**src/rtl/gscr_pkg.sv**
```systemverilog
// ----------------------------------------------------------------------------
// gscr_pkg
// Shared types, constants and helpers of the glyph span cache.
// ----------------------------------------------------------------------------
package gscr_pkg;

  localparam int FIFO_DEPTH = 4;
  localparam logic [3:0] LAST_ROW = 4'd15;
  localparam logic [5:0] GLYPH_ROWS = 6'd16;

  typedef enum logic [3:0] {
    ST_IDLE,
    ST_LOOKUP,
    ST_VSCAN,
    ST_BUILD_INIT,
    ST_RUN,
    ST_MRD,
    ST_MCHK,
    ST_APPEND,
    ST_EMIT_RD,
    ST_EMIT_PUSH,
    ST_FB_INIT,
    ST_FB_RUN
  } front_state_t;

  typedef struct packed {
    logic [3:0] rows_m1;
    logic [2:0] run_m1;
    logic [2:0] start;
    logic [3:0] row;
  } span_t;

  typedef struct packed {
    logic [2:0] start;
    logic [3:0] len;
    logic [7:0] rest;
  } run_info_t;

  typedef struct packed {
    logic [2:0]  col;
    logic [3:0]  row;
    logic [3:0]  run;
    logic [4:0]  rows;
    logic        last;
    logic [15:0] x;
    logic [15:0] y;
    logic [31:0] ink;
    logic [7:0]  sc;
    logic [15:0] cw;
  } desc_t;

  function automatic logic [7:0] row_bits(input logic [63:0] top, input logic [63:0] bot,
                                          input logic [3:0] r);
    logic [63:0] w;
    w = r[3] ? bot : top;
    return w[8*(3'd7 - r[2:0]) +: 8];
  endfunction

  function automatic run_info_t first_run(input logic [7:0] bits);
    run_info_t ri;
    logic found;
    logic inrun;
    ri = '0;
    found = 1'b0;
    inrun = 1'b0;
    ri.rest = bits;
    for (int c = 0; c < 8; c++) begin
      if (bits[7-c]) begin
        if (!found) begin
          found = 1'b1;
          inrun = 1'b1;
          ri.start = 3'(c);
        end
        if (inrun) begin
          ri.len = ri.len + 4'd1;
          ri.rest[7-c] = 1'b0;
        end
      end else begin
        inrun = 1'b0;
      end
    end
    return ri;
  endfunction

endpackage

```
**src/rtl/gscr_back.sv**
```systemverilog
// ----------------------------------------------------------------------------
// gscr_back
// Rectangle generation from span descriptors, with the result register.
// ----------------------------------------------------------------------------
module gscr_back (
  input  logic            clk,
  input  logic            rst,
  input  logic            q_empty,
  input  gscr_pkg::desc_t q_desc,
  output logic            q_pop,
  output logic            empty,
  input  logic            pop,
  output logic [31:0]     rect_x,
  output logic [31:0]     rect_y,
  output logic [10:0]     rect_w,
  output logic [11:0]     rect_h,
  output logic [31:0]     rect_color,
  output logic            shadow_first,
  output logic            last
);
  import gscr_pkg::*;

  logic        ovalid;
  logic [10:0] cx;
  logic [11:0] cy;
  logic [10:0] w;
  logic [11:0] h;
  logic        sh;
  logic        ld;

  assign cx = 11'(q_desc.col) * 11'(q_desc.sc);
  assign cy = 12'(q_desc.row) * 12'(q_desc.sc);
  assign w  = 11'(q_desc.run) * 11'(q_desc.sc);
  assign h  = 12'(q_desc.rows) * 12'(q_desc.sc);
  assign sh = (q_desc.sc == 8'd1) &&
              (17'(q_desc.col) + 17'(q_desc.run) + 17'd1 <= 17'(q_desc.cw)) &&
              (6'(q_desc.row) + 6'(q_desc.rows) + 6'd1 <= GLYPH_ROWS);

  assign ld    = !q_empty && (!ovalid || pop);
  assign q_pop = ld;
  assign empty = !ovalid;

  always_ff @(posedge clk) begin
    if (ld) begin
      rect_x       <= 32'(q_desc.x) + 32'(cx);
      rect_y       <= 32'(q_desc.y) + 32'(cy);
      rect_w       <= w;
      rect_h       <= h;
      rect_color   <= q_desc.ink;
      shadow_first <= sh;
      last         <= q_desc.last;
    end
  end

  always_ff @(posedge clk) begin
    if (rst) begin
      ovalid <= 1'b0;
    end else if (ld) begin
      ovalid <= 1'b1;
    end else if (pop) begin
      ovalid <= 1'b0;
    end
  end

endmodule

```
**config.mk**
```make
export PLATFORM = sky130hd
export DESIGN_NAME = gscr_back
export DESIGN_NICKNAME = d
export VERILOG_FILES = /design/src/rtl/gscr_pkg.sv /design/src/rtl/gscr_back.sv
export SDC_FILE = /design/constraint.sdc
export NUM_CORES = 1
export LEC_CHECK = 0
export ABC_CLOCK_PERIOD_IN_PS = 9600
export BUFFER_PORTS_ARGS = -buffer_cell sky130_fd_sc_hd__buf_4
export CORE_MARGIN = 2
export CORE_UTILIZATION = 25
export CTS_BUF_LIST = sky130_fd_sc_hd__clkbuf_2
export DETAILED_ROUTE_END_ITERATION = 10
export GPL_TIMING_DRIVEN = 0
export PLACE_DENSITY = 0.45
export SLEW_MARGIN = 20
export SYNTH_ARGS = -nofsm -noshare
export SYNTH_HDL_FRONTEND = slang
export SYNTH_SLANG_ARGS = --single-unit
```
**constraint.sdc**
```tcl
create_clock -name clk -period 9.6 [get_ports clk]
set_clock_uncertainty 0.1 [all_clocks]
set_input_delay 1.44 -clock clk [delete_from_list [all_inputs] [get_ports clk]]
set_output_delay 1.44 -clock clk [all_outputs]
set_load 0.005 [all_outputs]
```
# Word-level counts from Yosys, hierarchy flattened
# Cells that the tools add are included.
# totals
elab_cells	30
in_bits	109
out_inout_bits	123
regBits	122
# op_classes
add_sub_neg	6
n_mux	2
reduce_logical	7
n_eq_ne	1
mul	4
magnitude_cmp	2
# ops
operator	n
$add A16 B11 Y17	1
$add A16 B12 Y17	1
$le A6 B16 Y1	1
$mul A4 B8 Y12	1
$mul A5 B8 Y12	1
$mul A3 B8 Y11	1
$mul A4 B8 Y11	1
$eq A8 B1 Y1 const B	1
$add A4 B5 Y6	1
$add A5 B1 Y6 const B	1
$add A6 B1 Y6 const B	1
$le A6 B5 Y1 const B	1
$add A3 B4 Y5	1
$logic_and A1 B1 Y1	3
$logic_not A1 Y1	2
$mux W1	2
$reduce_bool A2 Y1	1
$logic_or A1 B1 Y1	1

# Longest topological paths before layout
# Gate-level depths: netlist (run 1).
# logic_depth
depth_word	5
ltp_mapped	14
depth_no_buf	13

# Least setup slack after synthesis (run 1)
# OpenSTA, ideal clock, no wires.
# synth_path
path_kind	input-to-output
start	input port pop
end	output port q_pop
stages	2
setup_slack_ps	2407
t_required_ps	8060
t_arrival_ps	5653
cell_sequence	nand2b_1 -> nor2b_1
# synth_via
elab_chain_cells	2
# synth_lines
item	line	text
start, declared	gscr_back.sv:12	input logic pop,
$logic_or A1 B1 Y1	gscr_back.sv:39	assign ld = !q_empty && (!ovalid || pop);
$logic_and A1 B1 Y1	gscr_back.sv:39	
end, declared	gscr_back.sv:10	output logic q_pop,
# Every way passes these cells.

# Worst setup path after layout (run 1)
# layout_path
start	input port q_desc[21] (netlist bit)
end	register rect_y[14], data pin
# layout_via
elab_chain_cells	2
# layout_lines
item	line	text
start, declared	gscr_back.sv:9	input gscr_pkg::desc_t q_desc,
$mul A4 B8 Y12	gscr_back.sv:32	assign cy = 12'(q_desc.row) * 12'(q_desc.sc);
$add A16 B12 Y17	gscr_back.sv:46	rect_y <= 32'(q_desc.y) + 32'(cy);
end signal, assigned	gscr_back.sv:46	
end, declared	gscr_back.sv:14	output logic [31:0] rect_y,
# Every way passes these cells.
# A chain may end at the register's enable or synchronous reset.

==> results of run 1 <==
## final timing paths
check	slack, ns	startpoint	endpoint	depth (start not counted)
setup / recovery	4.43	q_desc[21]	rect_y[14]$_DFFE_PP_	14
hold / removal	0.44	ovalid$_SDFFE_PP0P_	ovalid$_SDFFE_PP0P_	2
setup reg to reg	7.86	ovalid$_SDFFE_PP0P_	rect_x[14]$_DFFE_PP_	5
hold reg to reg	0.44	ovalid$_SDFFE_PP0P_	ovalid$_SDFFE_PP0P_	2
## cells by family after synthesis
| logic type | count (synthesis) | share of synthesized area |
|---|---|---|
| compound gates | 103 | 0.08425 |
| other cells | 1 | 0.0004624 |
| buf+inv | 178 | 0.09628 |
| simple gates | 224 | 0.1444 |
| mux | 1 | 0.001234 |
| flops | 92 | 0.3395 |
| xor+xnor | 40 | 0.04320 |
| fa+ha+maj | 149 | 0.2907 |
## area by class of cell
class / instances / area share
Tap cell: 402 / 0.04821
Clock buffer: 9 / 0.004317
Sequential cell: 92 / 0.2638
Clock inverter: 7 / 0.008035
Buffer: 43 / 0.02626
Multi-Input combinational cell: 547 / 0.4497
Inverter: 135 / 0.04857
Timing Repair Buffer: 202 / 0.1509
Antenna cell: 1 / 0.0002398
## per-layer routing
metal	track usage	vias up	wire (µm)
li1	-	3034	-
met1	0.1600	2952	9266
met2	0.1965	161	9413
met3	0.02944	14	1241
met4	0.03936	0	328
met5	0	-	0
## metrics by stage
step                      setup TNS, ns  total power, µW  hold WS (ns)  utilization  setup WS (ns)
after floorplan                       0             1020        0.3586            -          2.407
after global placement          -0.7217             1277        0.3758       0.3218        -0.7217
after detailed placement              0             1280        0.4109       0.3248          3.730
after CTS                             0             1517        0.4458       0.3289          4.534
after global routing                  0             1625        0.4840       0.3290          4.321
final                                 0             1478        0.4395       0.3290          4.427
## tightest hold or removal path: cells and delay by family (launching register included)
family             cells  cell delay [ns]
and+or+nand+nor        1             0.09
AOI/OAI and AO/OA      1             0.07
DFF                    1             0.38
## sequential cells by signal, indices dropped and copies added (netlist names)
register	flops
rect_color	32
rect_x	17
rect_y	17
rect_h	12
rect_w	11
last	1
ovalid	1
shadow_first	1
## cell usage after synthesis, drive strengths merged, types with 2 or more instances
master,number,area (µm²)
inv,135,506.7
edfxtp,91,2733
ha,82,1026
and2,77,481.7
nand2,72,270.3
fa,66,1321
a21oi,31,158.9
buf,30,225.2
xnor2,28,245.2
nor2,21,78.83
o21ai,19,95.09
a21o,13,97.59
clkbuf,13,48.80
xor2,12,105.1
a211oi,11,87.58
nor3,9,45.04
nand2b,8,50.05
nand4,7,43.79
nor2b,6,37.54
nand3,5,25.02
nor4,5,31.28
o21a,5,37.54
and3,3,18.77
nor3b,3,22.52
o211ai,3,27.52
o311ai,3,26.28
a211o,2,17.52
nor4b,2,17.52
o221ai,2,17.52
or4b,2,20.02
## power groups by stage
stage               clock network (µW)  registers, µW  logic, µW
CTS                                242            558        717
finish                             222            556        700
global route                       256            563        806
floorplan                            0            578        442
detailed placement                   0            568        713
global placement                     0            573        704
==> results.toml, run 1 <==
[finish]
seqCellArea_um2 = 2753
fill_cells = 3354
instances_no_fill = 1438
synthToLayoutAreaGrowth_pct = 28.67
layout_common_cells = "228 x buf_4, 135 x inv_1, 91 x edfxtp_1"
final_common_cell = "buf_4"
final_nets = 1287
drive_gt1_frac = 0.2473
fin_area_um2 = 10430
multiInputGateArea_um2 = 4692

[timing]
slew_headroom = 0.5668
finalCritPeriodShare = 0.5389
hold_violations = 0
setup_viol = 0
slew_viol_final = 0
grt_setup_unrepaired = "no"
worst_pin_slew_ns = 0.6498
min_period_ns = 5.173
fmax_ghz = 0.1933

[floorplan]
die_h_um = 184.1
coreArea_um2 = 31720
die_area_um2 = 33890
num_rows = 65
die_w_um = 184.1
ios = 232
start_util = 0.2557

[detailed_routing]
vias = 6161
drtIter0Drc = 287
drt_pass1_iterations = 4
via_per_inst = 4.284
routed_wl_um = 20250
wl_per_cell_um = 14.08
drc = 0
final_antenna_net_count = 0

[setup_path]
cpMaxStageDelayCell = "fa_1"
path_max_fanout = 10
worstPathArrival_ns = 5.60
crit_buf_inv = 4
cp_data_required_time_ns = 10.03
cpLargestDelayFamily = "adder cells"
crit_top_cell = "fa_1"
path_class = "in -> reg"
start_kind = "input port"
cp-end-kind = "flop"
crit_chain = "buf_4 -> clkbuf_1 -> and2_1 -> fa_1 -> fa_1 -> inv_1 -> fa_1 -> inv_1 -> ha_1 -> a211oi_1 -> nor2_1 -> o31a_1 -> or4_1 -> nand3_1"
max_stage_delay_ns = 0.54

[pwr]
combPwrFrac = 0.474
seq_power_share = 0.376
p_clk_frac = 0.150
p_leak_uw = 0.005040
netSwitchingFraction = 0.3632
peakVddDrop_uv = 57.55
powerDensity_nw_per_um2 = 141.7
switchingPower_uw = 536.9
internal_power_uw = 941.2

[logic_synthesis]
synthCells = 788
syn_area_per_cell_um2 = 10.29
synth_warnings = 0
syn-cell-area_um2 = 8109
yosysSeqAreaShare = 0.3395
synth_ff_type = "edfxtp_1"
synth_cell_type_count = 56
ys_ff_latch = 92
async_flop_share = 0
synth_edf_count = 91

[grt]
track_usage = 0.1216
gr-total-overflow = 0
grt_pass1_wl_um = 31640
grt_max_degree = 26
first_global_vias = 6045
antenna_found_initial = 1

[cts]
path_clk_slew_ns = 0.29
clock_sinks = 92
cts_setup_buffers = 0
cts_buffer_depth = 2
cts_buffers = 9
ctsHtreeMaxLevel = 3
cts_hold_buf = 0
cts_resized = 0
clock_latency_ns = 0.62
cts_root_buf = "clkbuf_2"
cts_tree = "built"

[placement]
placed_area_um2 = 10300
globalplace.congestion = 0.7378
dp.cells = 1421
port_buffers = 198
place_hpwl_um = 16230

[status]
status = "finished clean"

[flow_run]
maxCapViolCount = 0

[min_path]
hold_class = "reg -> reg"
Power figures use the tool's default switching activity.
==> inputs of run 2 (changes only) <==
--- a/config.mk
+++ b/config.mk
@@ -5,14 +5,15 @@
 export SDC_FILE = /design/constraint.sdc
 export NUM_CORES = 1
 export LEC_CHECK = 0
-export ABC_CLOCK_PERIOD_IN_PS = 9600
+export ABC_AREA = 1
+export ABC_CLOCK_PERIOD_IN_PS = 4620
 export BUFFER_PORTS_ARGS = -buffer_cell sky130_fd_sc_hd__buf_4
 export CORE_MARGIN = 2
 export CORE_UTILIZATION = 25
 export CTS_BUF_LIST = sky130_fd_sc_hd__clkbuf_2
 export DETAILED_ROUTE_END_ITERATION = 10
 export GPL_TIMING_DRIVEN = 0
-export PLACE_DENSITY = 0.45
+export PLACE_DENSITY = 0.46
 export SLEW_MARGIN = 20
 export SYNTH_ARGS = -nofsm -noshare
 export SYNTH_HDL_FRONTEND = slang
==> constraint.sdc (replaced) <==
create_clock -name clk -period 4.62 [get_ports clk]
set_clock_uncertainty 0.1 [all_clocks]
set_input_delay 0.693 -clock clk [delete_from_list [all_inputs] [get_ports clk]]
set_output_delay 0.693 -clock clk [all_outputs]
set_load 0.005 [all_outputs]
==> results.toml, run 2 <==
[pwr]
p_leak_uw = 0.006199
powerDensity_nw_per_um2 = 276.9
peakVddDrop_uv = 124.5

[grt]
track_usage = 0.1239
antenna_found_initial = 1
grt_pass1_wl_um = 35190
gr-total-overflow = 0
grt_max_degree = 22
first_global_vias = 6969

[min_path]
hold_class = "in -> reg"
min_to = "rect_color[22]$_DFFE_PP_"
hold_depth = 1
min_from = "q_desc[46]"

[logic_synthesis]
synth_top_area_cell = "edfxtp_1"
syn_area_per_cell_um2 = 8.298
synth_edf_count = 91
syn-cell-area_um2 = 8688
synth.most_common_cell = "nand2_1"
synth_warnings = 0
async_flop_share = 0
synth_top_cell_area_share = 0.3145
synth_ff_type = "edfxtp_1"
synth.area.top_cells = "edfxtp_1 31%, fa_1 15%, nand2_1 12%, ha_1 12%, inv_1 12%"
ys_ff_latch = 92
yosysSeqAreaShare = 0.3168
synthTopCellsByCount = "278 x nand2_1, 268 x inv_1, 91 x edfxtp_1, 82 x ha_1, 66 x fa_1"
synthCells = 1047
synth_cell_type_count = 37

[setup_path]
reg2reg_depth = 4
regToRegStartpoint = "ovalid$_SDFFE_PP0P_"
reg2reg_slack_ns = 2.66
rr_endpoint = "rect_h[10]$_DFFE_PP_"
start_kind = "input port"
worstPathArrival_ns = 4.32
crit_chain = "clkbuf_1 -> buf_2 -> nand2_1 -> inv_1 -> fa_1 -> fa_1 -> inv_1 -> fa_1 -> inv_1 -> ha_1 -> a21oi_1 -> nor2_1 -> o21ai_0 -> nand3_1 -> nand2_1 -> nand2_1"
max_stage_delay_ns = 0.55
cp-end-kind = "flop"
cp_data_required_time_ns = 4.95
path_max_fanout = 10
cpMaxStageDelayCell = "fa_1"
path_class = "in -> reg"

[floorplan]
die_w_um = 190.4
die_h_um = 190.4
coreArea_um2 = 34370
ios = 232
start_util = 0.2528
die_area_um2 = 36260
num_rows = 68

[timing]
setup_viol = 0
grt_setup_unrepaired = "no"
finalCritPeriodShare = 0.8649
slew_viol_final = 0
postLayoutSetupSlackWorst_ns = 0.6242
hold_violations = 0
worst_pin_slew_ns = 0.6450
slew_headroom = 0.5690
min_period_ns = 3.996
fmax_ghz = 0.2503

[finish]
final_common_cell = "nand2_1"
seqCellArea_um2 = 2753
top_regs = "rect_color x32, rect_x x17, rect_y x17"
largest_reg_flops = 32
final_util = 0.3205
fill_cells = 3708
layout_common_cells = "278 x nand2_1, 268 x inv_1, 219 x buf_4"
final_nets = 1537
largest_register = "rect_color"
synthToLayoutAreaGrowth_pct = 26.80
drive_gt1_frac = 0.2148
multiInputGateArea_um2 = 4672

[detailed_routing]
drt_pass1_iterations = 4
final_antenna_net_count = 0
via_per_inst = 4.009
drc = 0
drtIter0Drc = 261
vias = 6980
routed_wl_um = 22020
wl_per_cell_um = 12.65

[cts]
cts_setup_buffers = 0
clock_sinks = 92
ctsHtreeMaxLevel = 3
cts_tree = "built"
cts_buffer_depth = 2
cts_root_buf = "clkbuf_2"
path_clk_slew_ns = 0.29
cts_buffers = 9
clock_latency_ns = 0.61

[placement]
globalplace.congestion = 0.7685
place_hpwl_um = 18120
port_buffers = 188
place_ws_ns = -0.03777

[status]
status = "finished clean"

[flow_run]
maxCapViolCount = 0
[run 2: kinds of logic after synthesis]
| kind of cell | Yosys count | synth area share |
|---|---|---|
| other | 1 | 0.0004316 |
| and+or+nand+nor | 395 | 0.1872 |
| adders and majority gates | 148 | 0.2702 |
| DFF | 92 | 0.3168 |
| buffers and inverters | 331 | 0.1593 |
| AOI/OAI and AO/OA | 48 | 0.03211 |
| xor gates and xnor gates | 32 | 0.03399 |
[run 2: worst max-delay path by stage]
stage	start	end	slack (ns)	cells after the start
after CTS	q_desc[19]	rect_h[8]$_DFFE_PP_	0.73	14
after detailed placement	q_desc[19]	rect_y[12]$_DFFE_PP_	-0.04	16
after floorplan	pop	q_pop	0.43	2
final	q_desc[19]	rect_y[12]$_DFFE_PP_	0.62	16
after global routing	q_desc[18]	rect_h[8]$_DFFE_PP_	0.49	15
after global placement	pop	q_pop	-1.62	4
[run 2: final cells by class]
type                       count  area share
antenna                        1   0.0002271
clock buffer                   9    0.004089
timing repair buffer         193      0.1390
multi-input combinational    653      0.4241
inverter                     269     0.09165
buffer                        62     0.03396
sequential                    92      0.2499
tap                          455     0.05168
clock inverter                 7    0.005451
[run 2: critical path, delay by kind of cell]
family                     cells  cell delay [ns]
adders and majority gates      4             1.83
AOI/OAI and AO/OA              2             0.45
and+or+nand+nor                5             0.38
buffers and inverters          5             0.96
[run 2: stage by stage]
step | cells | setup TNS [ns] | area, µm² | hold slack (ns) | total power [µW]
6_report | 1741 | 0 | 11020 | 0.1101 | 3050
5_1_grt | 1741 | 0 | 11020 | 0.01006 | 3377
2_1_floorplan | 1076 | 0 | 8801 | 0.3600 | 2145
3_3_place_gp | 1719 | -91.27 | 10780 | 0.3763 | 2677
4_1_cts | 1740 | 0 | 11010 | 0.02239 | 3134
3_5_place_dp | 1723 | -0.1154 | 10900 | 0.4077 | 2695
[run 2: power by group]
group	internal, µW	switching, µW	total, µW
Clock	81.0	330	411
Sequential	1120	37.0	1160
Combinational	651	830	1480
Total	1850	1200	3050
[run 2: timing repair]
action	CTS	global route
hold buffers	1	0
hold endpoints to repair	1	0
resized for setup	0	0
[run 2: layer usage]
| metal | global-route usage | routed length (µm) | up-vias |
|---|---|---|---|
| met4 | 0.02504 | 178 | 0 |
| met5 | 0 | 0 | - |
| met2 | 0.2112 | 10220 | 208 |
| li1 | - | - | 3554 |
| met1 | 0.1602 | 10130 | 3207 |
| met3 | 0.02871 | 1499 | 11 |
