### src/rtl/gscr_pkg.sv
// ----------------------------------------------------------------------------
// gscr_pkg
// Shared types, constants and helpers of the glyph span cache.
// ----------------------------------------------------------------------------
package gscr_pkg;

  localparam int FIFO_DEPTH = 4;
  localparam logic [3:0] LAST_ROW = 4'd15;
  localparam logic [5:0] GLYPH_ROWS = 6'd16;

  typedef enum logic [3:0] {
    ST_IDLE,
    ST_LOOKUP,
    ST_VSCAN,
    ST_BUILD_INIT,
    ST_RUN,
    ST_MRD,
    ST_MCHK,
    ST_APPEND,
    ST_EMIT_RD,
    ST_EMIT_PUSH,
    ST_FB_INIT,
    ST_FB_RUN
  } front_state_t;

  typedef struct packed {
    logic [3:0] rows_m1;
    logic [2:0] run_m1;
    logic [2:0] start;
    logic [3:0] row;
  } span_t;

  typedef struct packed {
    logic [2:0] start;
    logic [3:0] len;
    logic [7:0] rest;
  } run_info_t;

  typedef struct packed {
    logic [2:0]  col;
    logic [3:0]  row;
    logic [3:0]  run;
    logic [4:0]  rows;
    logic        last;
    logic [15:0] x;
    logic [15:0] y;
    logic [31:0] ink;
    logic [7:0]  sc;
    logic [15:0] cw;
  } desc_t;

  function automatic logic [7:0] row_bits(input logic [63:0] top, input logic [63:0] bot,
                                          input logic [3:0] r);
    logic [63:0] w;
    w = r[3] ? bot : top;
    return w[8*(3'd7 - r[2:0]) +: 8];
  endfunction

  function automatic run_info_t first_run(input logic [7:0] bits);
    run_info_t ri;
    logic found;
    logic inrun;
    ri = '0;
    found = 1'b0;
    inrun = 1'b0;
    ri.rest = bits;
    for (int c = 0; c < 8; c++) begin
      if (bits[7-c]) begin
        if (!found) begin
          found = 1'b1;
          inrun = 1'b1;
          ri.start = 3'(c);
        end
        if (inrun) begin
          ri.len = ri.len + 4'd1;
          ri.rest[7-c] = 1'b0;
        end
      end else begin
        inrun = 1'b0;
      end
    end
    return ri;
  endfunction

endpackage

### src/rtl/gscr_fifo.sv
// ----------------------------------------------------------------------------
// gscr_fifo
// Short descriptor queue between the front and the back.
// ----------------------------------------------------------------------------
module gscr_fifo (
  input  logic           clk,
  input  logic           rst,
  input  logic           wr,
  input  gscr_pkg::desc_t wdata,
  output logic           full,
  input  logic           rd,
  output gscr_pkg::desc_t rdata,
  output logic           empty
);
  import gscr_pkg::*;

  localparam int PW = $clog2(FIFO_DEPTH);

  desc_t           store [FIFO_DEPTH];
  logic [PW-1:0]   wptr;
  logic [PW-1:0]   rptr;
  logic [PW:0]     count;

  assign full  = (count == (PW+1)'(FIFO_DEPTH));
  assign empty = (count == '0);
  assign rdata = store[rptr];

  always_ff @(posedge clk) begin
    if (wr && !full) begin
      store[wptr] <= wdata;
    end
  end

  always_ff @(posedge clk) begin
    if (rst) begin
      wptr  <= '0;
      rptr  <= '0;
      count <= '0;
    end else begin
      if (wr && !full) begin
        wptr <= wptr + 1'b1;
      end
      if (rd && !empty) begin
        rptr <= rptr + 1'b1;
      end
      case ({wr && !full, rd && !empty})
        2'b10:   count <= count + 1'b1;
        2'b01:   count <= count - 1'b1;
        default: count <= count;
      endcase
    end
  end

endmodule

### config.mk
export PLATFORM = sky130hd
export DESIGN_NAME = gscr_fifo
export DESIGN_NICKNAME = d
export VERILOG_FILES = /design/src/rtl/gscr_pkg.sv /design/src/rtl/gscr_fifo.sv
export SDC_FILE = /design/constraint.sdc
export NUM_CORES = 1
export LEC_CHECK = 0
export ABC_AREA = 0
export BUFFER_PORTS_ARGS = -buffer_cell sky130_fd_sc_hd__buf_4
export CORE_ASPECT_RATIO = 1.1
export CORE_MARGIN = 4
export CORE_UTILIZATION = 40
export DETAILED_ROUTE_END_ITERATION = 8
export GPL_ROUTABILITY_DRIVEN = 0
export HOLD_SLACK_MARGIN = 0.06
export PLACE_DENSITY_LB_ADDON = 0.05
export SLEW_MARGIN = 20
export SYNTH_ARGS = -nofsm -noshare
export SYNTH_HDL_FRONTEND = slang
export SYNTH_SLANG_ARGS = --single-unit
### constraint.sdc
create_clock -name clk -period 6.7 [get_ports clk]
set_input_delay 0.335 -clock clk [delete_from_list [all_inputs] [get_ports clk]]
set_output_delay 0.335 -clock clk [all_outputs]
set_load 0.03 [all_outputs]
Word-level counts from Yosys, hierarchy flattened. Memories as Yosys holds them, arrays and structs flattened. A register that Yosys moved wholly into a read port is not among the register bits. Index checks and enable logic that the tools add are counted.

RAM bits: 420. Register bits: 7. ROM bits: 0. Input bits: 109. Memories kept: 1. Latch bits: 0. Output and inout port bits: 107.

Divide/modulo/power cells: 0. Add/sub/neg operators: 4. Shifts and indexed selects: 0. $lt $le $gt $ge: 0. Muxes and demuxes: 5. Bitwise gates (word level): 0. Reductions and logical operators: 6. Equal/unequal tests: 3. Multiply operators: 0.

Memory list: store (depth 4, bits a word 105, read ports 1, clocked after Yosys merged registers in 1, write ports 1, line gscr_fifo.sv:19) `desc_t store [FIFO_DEPTH];`.

Operators by type and width (number): 3-bit case mux with 2 select lines (1); 2-bit by 1-bit adder with 2-bit output, second input constant (2); 2-bit two-way mux (2); 3-bit by 1-bit adder with 3-bit output, second input constant (1); 3-bit == test, second input constant (1); 3-bit logical NOT (1); 3-bit by 1-bit subtractor with 3-bit output, second input constant (1); 2-bit by 1-bit == test with 1-bit output, second input constant (1); 2-bit == test, second input constant (1); 1-bit logical AND (2); 1-bit logical NOT (2); 1-bit two-way mux (2); 2-bit nonzero test (1).

Depth between registers and ports, before layout. Gate-level depths: netlist (run 1).

Word-level depth: 5. Depth in mapped cells: 9. Gate-level depth less buffers: 9.

Worst setup path after synthesis (run 1). No wires, ideal clock.

Path type: register -> register. From: register count[2]. To: memory store[0][0] (netlist bit), enable pin. Cell stages (with the launch flop): 4. Path slack: 2.907 ns. Period minus slack after synthesis: 3.793 ns. Buffers on the path: 0. Data arrival time: 3.317 ns. Setup time: 0.476 ns. Cell sequence: dfxtp_1 nor3b_1 nor2_1 and2_1.

Word-level cells in the longest chain between the ends: 5.

RTL lines: from (decl) (line gscr_fifo.sv:22) `logic [PW:0] count;`; from (signal assigned) (line gscr_fifo.sv:47) `2'b10: count <= count + 1'b1;`; from (signal assigned) (line gscr_fifo.sv:48) `2'b01: count <= count - 1'b1;`; from (signal assigned) (line gscr_fifo.sv:49) `default: count <= count;`; 3-bit == test (line gscr_fifo.sv:24) `assign full = (count == (PW+1)'(FIFO_DEPTH));`; named net full (line gscr_fifo.sv:10) `output logic full,`; 1-bit logical NOT (line gscr_fifo.sv:29) `if (wr && !full) begin`; 1-bit logical AND (line gscr_fifo.sv:29); 1-bit two-way mux (line gscr_fifo.sv:29); 1-bit two-way mux (implied by the code) (line gscr_fifo.sv:30) `store[wptr] <= wdata;`; to (decl) (line gscr_fifo.sv:19).

The timed path passes the listed nets, and every way through them passes these cells.

==> results of run 1 <==
==> timing repair <==
item	4_1_cts	5_1_grt
endpoints found under the hold margin	428	0
hold buffers	106	0
buffers inserted	0	0
==> registers in the layout (all words and copies together), names as in the netlist, named ones only <==
register,cells
count,3
wptr,2
store,420
rptr,2
==> metrics by stage <==
step | setup WS [ns] | total power, mW | area [um2] | std cells
detailed placement | 3.713 | 5.590 | 17760 | 1299
finish | 3.389 | 7.879 | 20240 | 1489
floorplan | 2.907 | 4.843 | 15630 | 603
CTS | 3.291 | 8.028 | 20230 | 1488
global route | 3.218 | 8.250 | 20240 | 1489
global placement | 3.808 | 5.559 | 17760 | 1299
==> logic make-up after synthesis <==
| group | count (synthesis) | share of synthesized area [%] |
|---|---|---|
| AO/OA/AOI/OAI | 8 | 0.2722 |
| XOR/XNOR | 3 | 0.1682 |
| adder cells (fa/ha/maj) | 6 | 0.5284 |
| buffers and inverters | 33 | 1.369 |
| flip-flops | 429 | 81.86 |
| multiplexers | 106 | 15.20 |
| AND/OR/NAND/NOR | 18 | 0.6084 |
==> synthesized netlist by cell type, drive strengths merged <==
library cell and n:
a21oi 4, and2 4, buf 20, clkbuf 5
dfxtp 9, edfxtp 420, fa 1, ha 5
inv 8, mux2i 1, mux4 105, nand2 1
nand2b 2, nor2 6, nor3 1, nor3b 1
o21ai 3, o31ai 1, or3 3, xor2 3
==> power by group through the flow <==
stage | logic [mW] | clock network, mW | registers [mW]
2_1_floorplan | 1.53 | 0 | 3.32
3_3_place_gp | 2.18 | 0 | 3.38
3_5_place_dp | 2.19 | 0 | 3.40
4_1_cts | 2.25 | 2.43 | 3.34
5_1_grt | 2.33 | 2.56 | 3.36
6_report | 2.19 | 2.36 | 3.33
==> final timing paths <==
check / end / slack, ns
worst max register to register: store[1][18] / 3.79
worst min-delay path: wptr[0] / 0.17
worst min register to register: flip-flop / 0.48
worst max-delay path: rdata[33] / 3.39
==> final cells by class <==
type / count / area, um2
fillers: 3024 / 18140
multi-input cells: 141 / 2631
flip-flops and latches: 429 / 12800
diodes: 1 / 2.502
inverters: 8 / 30.03
repair buffers: 327 / 2733
well taps: 500 / 625.6
clock inverters: 27 / 205.2
clock buffers: 56 / 1210
==> per-layer routing <==
layer  up-vias  global-route usage (%)  wire length, um
met5         -                       0               20
met3        45                   3.931             1923
met4         4                   3.841              579
met2       172                   26.19            16380
li1       3285                       -                -
met1      3881                   19.90            13370
==> placed cells by master (no fill, tap or decap) <==
cell type / Yosys / final
buf_12: 0 / 1
clkinvlp_4: 0 / 2
a21oi_1: 4 / 4
fa_1: 1 / 1
dfxtp_1: 9 / 7
bufinv_16: 0 / 3
clkbuf_1: 5 / 9
mux2i_1: 1 / 1
dfxtp_4: 0 / 2
dlygate4sd3_1: 0 / 106
edfxtp_1: 420 / 420
nor3_1: 1 / 1
or3_1: 3 / 3
nand2_1: 1 / 1
o31ai_1: 1 / 1
inv_6: 0 / 1
nand2b_1: 2 / 2
nor2_1: 6 / 6
clkinv_1: 0 / 11
nor3b_1: 1 / 1
diode_2: 0 / 1
mux4_2: 105 / 105
and2_4: 0 / 4
clkbuf_16: 0 / 47
clkinv_2: 0 / 10
ha_1: 5 / 5
buf_4: 0 / 220
o21ai_0: 3 / 3
xor2_1: 3 / 3
inv_1: 8 / 8
==> worst max-delay path, stage by stage (launching register included) <==
cell,delay [ns]
dfxtp_4,0.85
buf_4,0.83
mux4_2,0.46
buf_4,0.19
==> impl_results.md, run 1 <==
* Period minus WS final at 3.311 ns
* Nets@finish at 1068
* Initial Utilization at 40.72%
* Row cnt at 75
* R2R cell count at 4
* Slew @ Worst Pin at 0.9236 ns
* Worst EP required at 6.36 ns
* # IOs at 216
* Post-Syn Nets at 718
* Inserted Clock Buffers at 46
* Core Area at 38380 um2
* Worst hold stages at 4
* Vias at 7387
* TNS Setup at 0 ns
* Initial antenna violation count at 3
* Reg-to-reg startpoint: count[2]
* Post-synth top area share at 80.70%
* Dominant cells by area after synthesis: edfxtp_1, mux4_2, dfxtp_1, buf_8, ha_1
* First-pass GRT wire length at 49850 um
* Max Clk Rate at 0.3021 GHz
* Count of final setup violators at 0
* Avg Cell Area, Syn at 25.92 um2
* Clk_lat worst skew at 0.54 ns
* HP Start: wr
* Port-buffer cells at 215
* CTS Buffer Depth at 3
* Final period util at 49.41%
* Gr usage total at 15.37%
* Routed Antenna Nets at 0
* CTS tree: done
* Sequential share of power at 42.3%
* Switching power share of the total at 29.63%
* Vias in the first global route at 8391
* Synth warnings at 0
* Synthesis-to-finish area growth at 29.50%
* Drt pass-1 iters at 6
* Final Skew at 0.01883 ns
* Worst IR Drop VDD at 0.2579 mV
* Final Slew Violations at 0
* Final hold violations at 0
* Mapped cell area at 15630 um2
* Pwr dens at 389.3 nW/um2
* Routed WL per cell at 21.67 um
* CP Class: flip-flop to output port
* Layout cells sized above 1 at 39.98%
* Cells after Synth at 603
* Max cap viols at 0
* Fin util at 52.73%
* Number of clock sinks at 429
* Vias per cell at 4.961
* H-tree Lvls at 2
* Internal power at 5.545 mW
* Status: finished, final reports clean
* Hold Slack at 0.1701 ns
* Gate power share at 27.8%
* Die area at 42300 um2
* Clock slew at reported path FFs at 0.06 ns
* Global route overflow at 0
* Max_slew headroom at 38.43%
* Area leader, netlist: edfxtp_1
* Hold WC Path Type: input port to flip-flop
* Critical path startpoint category: flip-flop
* Flops & latches, synth at 429
* Post-CTS resize count at 0
* Worst Setup End Kind: output port
* DP Wirelength at 18760 um
* Post-synth cell types at 23
* Clock power frac at 30.0%
* Die extent in y at 215.3 um
* Root buf cell: clkbuf_16
* Sequential fraction of the synthesis area at 81.86%
* Leak Pwr at 6.820 nW
* Routed wire length at 32270 um
* RSZ-0062 raised after global routing: false
* CP Max Fanout at 56
* DR iter-0 viols at 387
* Pin count of the biggest net entering global routing at 79
* Die W at 196.5 um
* CP Data Arrival Time at 2.98 ns
* # DRC at 0
* Psw at 2.334 mW
No activity file was read; power rests on OpenSTA's default activity.
==> run 2: changes to the inputs <==
==> constraint.sdc (replaced) <==
create_clock -name clk -period 2.9 [get_ports clk]
set_input_delay 0.145 -clock clk [delete_from_list [all_inputs] [get_ports clk]]
set_output_delay 0.145 -clock clk [all_outputs]
set_load 0.03 [all_outputs]
==> impl_results.md, run 2 (same netlist as run 1, synthesis figures left out) <==
* Row cnt at 75 (unchanged)
* CTS hold repair buffers at 109 (+2.8%)
* Initial Utilization at 40.72% (unchanged)
* Biggest register: store
* H-tree Lvls at 2 (unchanged)
* Vias in the first global route at 8108 (-3.4%)
* Core Area at 38380 um2 (unchanged)
* Max cap viols at 0 (unchanged)
* Period minus WS final at 2.411 ns
* Layout cells sized above 1 at 40.32% (+0.34 points)
* Pin count of the biggest net entering global routing at 40 (-49%)
* Hold WC Path Type: input port to flip-flop
* First-pass GRT wire length at 49300 um (-1.1%)
* Critical path startpoint category: flip-flop
* Hold Slack at 0.3415 ns (+0.1714 ns)
* Leading cell type in the layout, fill and taps excluded: edfxtp_1
* Reg-to-reg startpoint: count[2]
* Vias per cell at 4.944 (-0.34%)
* Number of clock sinks at 429 (unchanged)
* Die area at 42300 um2 (unchanged)
* Dpl cells at 1315 (+1.2%)
* Clock slew at reported path FFs at 0.06 ns (about the same)
* Port-buffer cells at 215 (unchanged)
* Worst R2R End: count[2]
* Gr usage total at 15.34% (-0.034 points)
* Leak Pwr at 6.912 nW (+1.4%)
* Vias at 7436 (+0.66%)
* Worst EP required at 3.38 ns (-2.98 ns)
* CP Data Arrival Time at 2.89 ns (-0.09 ns)
* Pwr dens at 887.0 nW/um2 (+130%)
* Final hold violations at 0 (unchanged)
* Buffer count from post-CTS setup fixing at 0 (unchanged)
* Clk_lat worst skew at 0.55 ns (about the same)
* Routed WL per cell at 21.57 um (-0.49%)
* Die W at 196.5 um (unchanged)
* RSZ-0062 raised after global routing: false
* CP Max Fanout at 6 (-89%)
* Most frequent cells in the layout: edfxtp_1, buf_4, dlygate4sd3_1
* Drt pass-1 iters at 4 (-2)
* Tot Pwr at 18.14 mW (+130%)
* Max_slew headroom at 63.01% (+25 points)
* Inserted Clock Buffers at 44 (-4.3%)
* Final period util at 83.13%
* Final Slew Violations at 0 (unchanged)
* Die extent in y at 215.3 um (unchanged)
* Routed wire length at 32440 um (+0.51%)
* # DRC at 0 (unchanged)
* Crit path from: count[2]
* Post-Layout Cell Count at 1504 (+1.0%)
* Max Clk Rate at 0.4148 GHz
* Final Skew at 0.02071 ns (+0.001883 ns)
* Root buf cell: clkbuf_16
* Max FFs per register at 420 (unchanged)
* Worst Setup End Kind: flip-flop
* Nets@finish at 1085 (+1.6%)
* CTS tree: done
* Synthesis-to-finish area growth at 30.84%
* Status: finished, final reports clean
* Post-CTS resize count at 0 (unchanged)
* Global route overflow at 0 (unchanged)
* # IOs at 216 (unchanged)
* Worst IR Drop VDD at 0.5734 mV (+120%)
* Hold Crit Endpoint: store[1][26]
* Worst hold stages at 2 (-2)
* Count of final setup violators at 0 (unchanged)
* Slew @ Worst Pin at 0.5548 ns (-0.3688 ns)
* Initial antenna violation count at 3 (unchanged)
* Largest regs: store (420), count (3)
* CP Class: flip-flop to flip-flop
* CTS Buffer Depth at 3 (unchanged)
* HP Start: wdata[26]
* DR iter-0 viols at 335 (-13%)
* TNS Setup at 0 ns (unchanged)
* R2R cell count at 9 (+5)
* FF-to-FF setup slack at 0.49 ns (-3.30 ns)
* Routed Antenna Nets at 0 (unchanged)
* DP Wirelength at 19960 um (+6.4%)
run 2: worst max-delay path by stage:
stage / cells past startpoint / end / slack (ns)
finish: 9 / count[2] / 0.49
global route: 9 / count[2] / 0.28
CTS: 3 / rdata[94] / 0.50
detailed placement: 9 / count[2] / 0.53
global placement: 9 / count[2] / 0.64
floorplan: 9 / count[2] / 0.13
run 2: worst max-delay path, cell delays in order, from the launching register on:
cell and delay, ns:
dfxtp_1 0.39, nor3b_1 0.40, nor2_1 0.20, inv_1 0.10, ha_1 0.18, inv_1 0.06, fa_1 0.37, xor2_1 0.16
or3_1 0.31, a21oi_1 0.16
run 2: metal layers:
layer,wire [um],global-route usage [%],vias to the layer above
met2,16550,25.60,176
met1,13280,19.99,3893
met5,7,0,-
li1,-,-,3320
met3,1934,3.900,45
met4,670,4.632,2
run 2: area by class of cell:
class / instances / area, um2
diodes: 2 / 5.005
clock inverters: 17 / 126.4
clock buffers: 61 / 1196
well taps: 500 / 625.6
fillers: 2985 / 17930
multi-input cells: 141 / 2631
flip-flops and latches: 429 / 12800
repair buffers: 346 / 3033
inverters: 8 / 30.03
run 2: metrics by stage:
stage	cell area, um2	worst slack (ns)	utilization, %
after floorplan	15630	0.1316	-
after global placement	18030	0.6351	46.97
after detailed placement	18030	0.5302	46.97
after CTS	20440	0.5049	53.26
after global routing	20450	0.2814	53.27
final	20450	0.4892	53.27
run 2: where the power goes:
| group | total (mW) | internal, mW | switching [mW] | leakage [nW] |
|---|---|---|---|---|
| Combinational | 5.36 | 2.31 | 3.05 | 2.33 |
| Clock | 5.22 | 3.04 | 2.17 | 0.650 |
| Sequential | 7.56 | 7.40 | 0.153 | 3.93 |
==> run 3: changes to the inputs <==
==> constraint.sdc (replaced) <==
create_clock -name clk -period 2.4 [get_ports clk]
set_input_delay 0.12 -clock clk [delete_from_list [all_inputs] [get_ports clk]]
set_output_delay 0.12 -clock clk [all_outputs]
set_load 0.03 [all_outputs]
==> impl_results.md, run 3 (same netlist as run 1, synthesis figures left out) <==
* Switching power share of the total at 29.65% (about the same)
* Vias at 7463 (+0.36%)
* Critical path startpoint category: flip-flop
* Hold WC Path Type: input port to flip-flop
* Routed WL per cell at 22.03 um (+2.1%)
* Sequential share of power at 41.0% (-0.7 points)
* Worst IR Drop VDD at 0.6754 mV (+18%)
* Buffer count from post-CTS setup fixing at 0 (unchanged)
* Clock power frac at 29.4% (+0.6 points)
* Number of clock sinks at 429 (unchanged)
* Crit path buffers/inverters at 2 (unchanged)
* DP Wirelength at 20070 um (+0.52%)
* First-pass GRT wire length at 50280 um (+2.0%)
* Slew @ Worst Pin at 0.4607 ns (-0.09407 ns)
* Placed cell area at 18020 um2 (about the same)
* Port-buffer cells at 215 (unchanged)
* Final hold violations at 0 (unchanged)
* Pin count of the biggest net entering global routing at 64 (+60%)
* PnR worst setup slack at 0.1207 ns (-0.3686 ns)
* Worst EP required at 2.28 ns (-1.10 ns)
* # DRC at 0 (unchanged)
* Row cnt at 75 (unchanged)
* Gr usage total at 15.61% (+0.27 points)
* Routed Antenna Nets at 0 (unchanged)
* Family with the most delay on the worst path: multiplexers
* CTS tree: done
* Period minus WS final at 2.279 ns
* Tot Pwr at 22.27 mW (+23%)
* Die area at 42300 um2 (unchanged)
* Initial antenna violation count at 4 (+1)
* Layout cells sized above 1 at 40.86% (+0.54 points)
* # IOs at 216 (unchanged)
* Global route overflow at 0 (unchanged)
* Clk_lat worst skew at 0.54 ns (about the same)
* RSZ-0062 raised after global routing: false
* Leak Pwr at 6.960 nW (+0.68%)
* Internal power at 15.67 mW (+23%)
* Max Clk Rate at 0.4387 GHz
* Final Skew at 0.01168 ns (-0.009028 ns)
* Leading cell type in the layout, fill and taps excluded: edfxtp_1
* CP Data Arrival Time at 2.16 ns (-0.73 ns)
* Vias per cell at 4.969 (+0.50%)
* Die extent in y at 215.3 um (unchanged)
* Routed wire length at 33080 um (+2.0%)
* Largest regs: store (420), count (3)
* Inserted Clock Buffers at 44 (unchanged)
* DR iter-0 viols at 356 (+6.3%)
* Worst hold stages at 2 (unchanged)
* CP Class: flip-flop to output port
* Root buf cell: clkbuf_16
* Final Slew Violations at 0 (unchanged)
* Worst slack at placement at 0.1507 ns (-0.3795 ns)
* Biggest register: store
* Max_slew headroom at 69.28% (+6.3 points)
* CP Max Fanout at 47 (+41)
* Psw at 6.603 mW (+23%)
* Final period util at 94.97%
* Finished Cell Area at 20550 um2 (+0.52%)
* Area of the multi-input gates at 2643 um2 (+0.43%)
* Clock slew at reported path FFs at 0.06 ns (about the same)
* Post-Layout Cell Count at 1502 (-0.13%)
* WP depth at 3 (-6)
* Max FFs per register at 420 (unchanged)
* Core Area at 38380 um2 (unchanged)
* Max cap viols at 0 (unchanged)
* Seq. cell area at 12800 um2 (unchanged)
* Slowest-stage cell, CP: mux4_2
* Dpl cells at 1311 (-0.30%)
* Drt pass-1 iters at 4 (unchanged)
* Fill count at 2987 (+0.067%)
* CTS Buffer Depth at 3 (unchanged)
* Worst Setup End Kind: output port
* Synthesis-to-finish area growth at 31.52%
* Pwr dens at 1083 nW/um2 (+22%)
* Vias in the first global route at 8158 (+0.62%)
* Status: finished, final reports clean
* R2R cell count at 9 (unchanged)
* CP Cell Sequence: buf_16, mux4_2, buf_4
* Most frequent cells in the layout: edfxtp_1, buf_4, dlygate4sd3_1
* Worst stage delay on the critical path at 0.60 ns (+0.20 ns)
* Die W at 196.5 um (unchanged)
* Initial Utilization at 40.72% (unchanged)
* Gate power share at 29.6% (about the same)
* Count of final setup violators at 0 (unchanged)
* Fin util at 53.55% (+0.28 points)
* Nets@finish at 1082 (-0.28%)
* H-tree Lvls at 2 (unchanged)
## run 3: per-layer routing
metal  track usage [%]  wire [um]  part of all wire [%]
met1             20.61      13720                    41
met2             25.71      16600                    50
met3             4.761       2184                   6.6
met4             3.655        544                   1.6
met5                 0         28                 0.085
## run 3: layout make-up
cell class / instances / share of cell area, %
inverter: 8 / 0.1461
tap: 500 / 3.044
timing repair buffer: 343 / 14.87
multi-input combinational: 141 / 12.86
antenna: 1 / 0.01218
sequential: 429 / 62.28
clock inverter: 22 / 0.8888
clock buffer: 58 / 5.911
## run 3: path summary, 6_finish.rpt
kind,from,to,slack (ns)
max,flip-flop,rdata[12],0.12
min,wdata[0],store[2][0],0.32
max reg2reg,count[2],count[2],0.18
min reg2reg,rptr[1],flip-flop,0.48
## run 3: stage by stage
step / hold WS, ns / setup TNS (ns)
floorplan: 0.2189 / -77.27
global placement: 0.3184 / 0
detailed placement: 0.3232 / 0
CTS: 0.2760 / 0
global route: 0.3048 / 0
finish: 0.3154 / 0
## run 3: power by group through the flow
| stage | registers (mW) | clock network, mW | logic (mW) |
|---|---|---|---|
| after detailed placement | 9.27 | 0 | 6.53 |
| after global routing | 9.18 | 7.10 | 7.03 |
| final | 9.13 | 6.54 | 6.60 |
| after floorplan | 9.22 | 0 | 4.26 |
| after CTS | 9.12 | 6.74 | 6.72 |
| after global placement | 9.23 | 0 | 6.50 |
## run 3: repair_timing
action	in CTS	in global routing
gates resized for setup	0	3
hold buffers	109	0
hold endpoints to repair	429	0
endpoints found under the setup margin	0	20
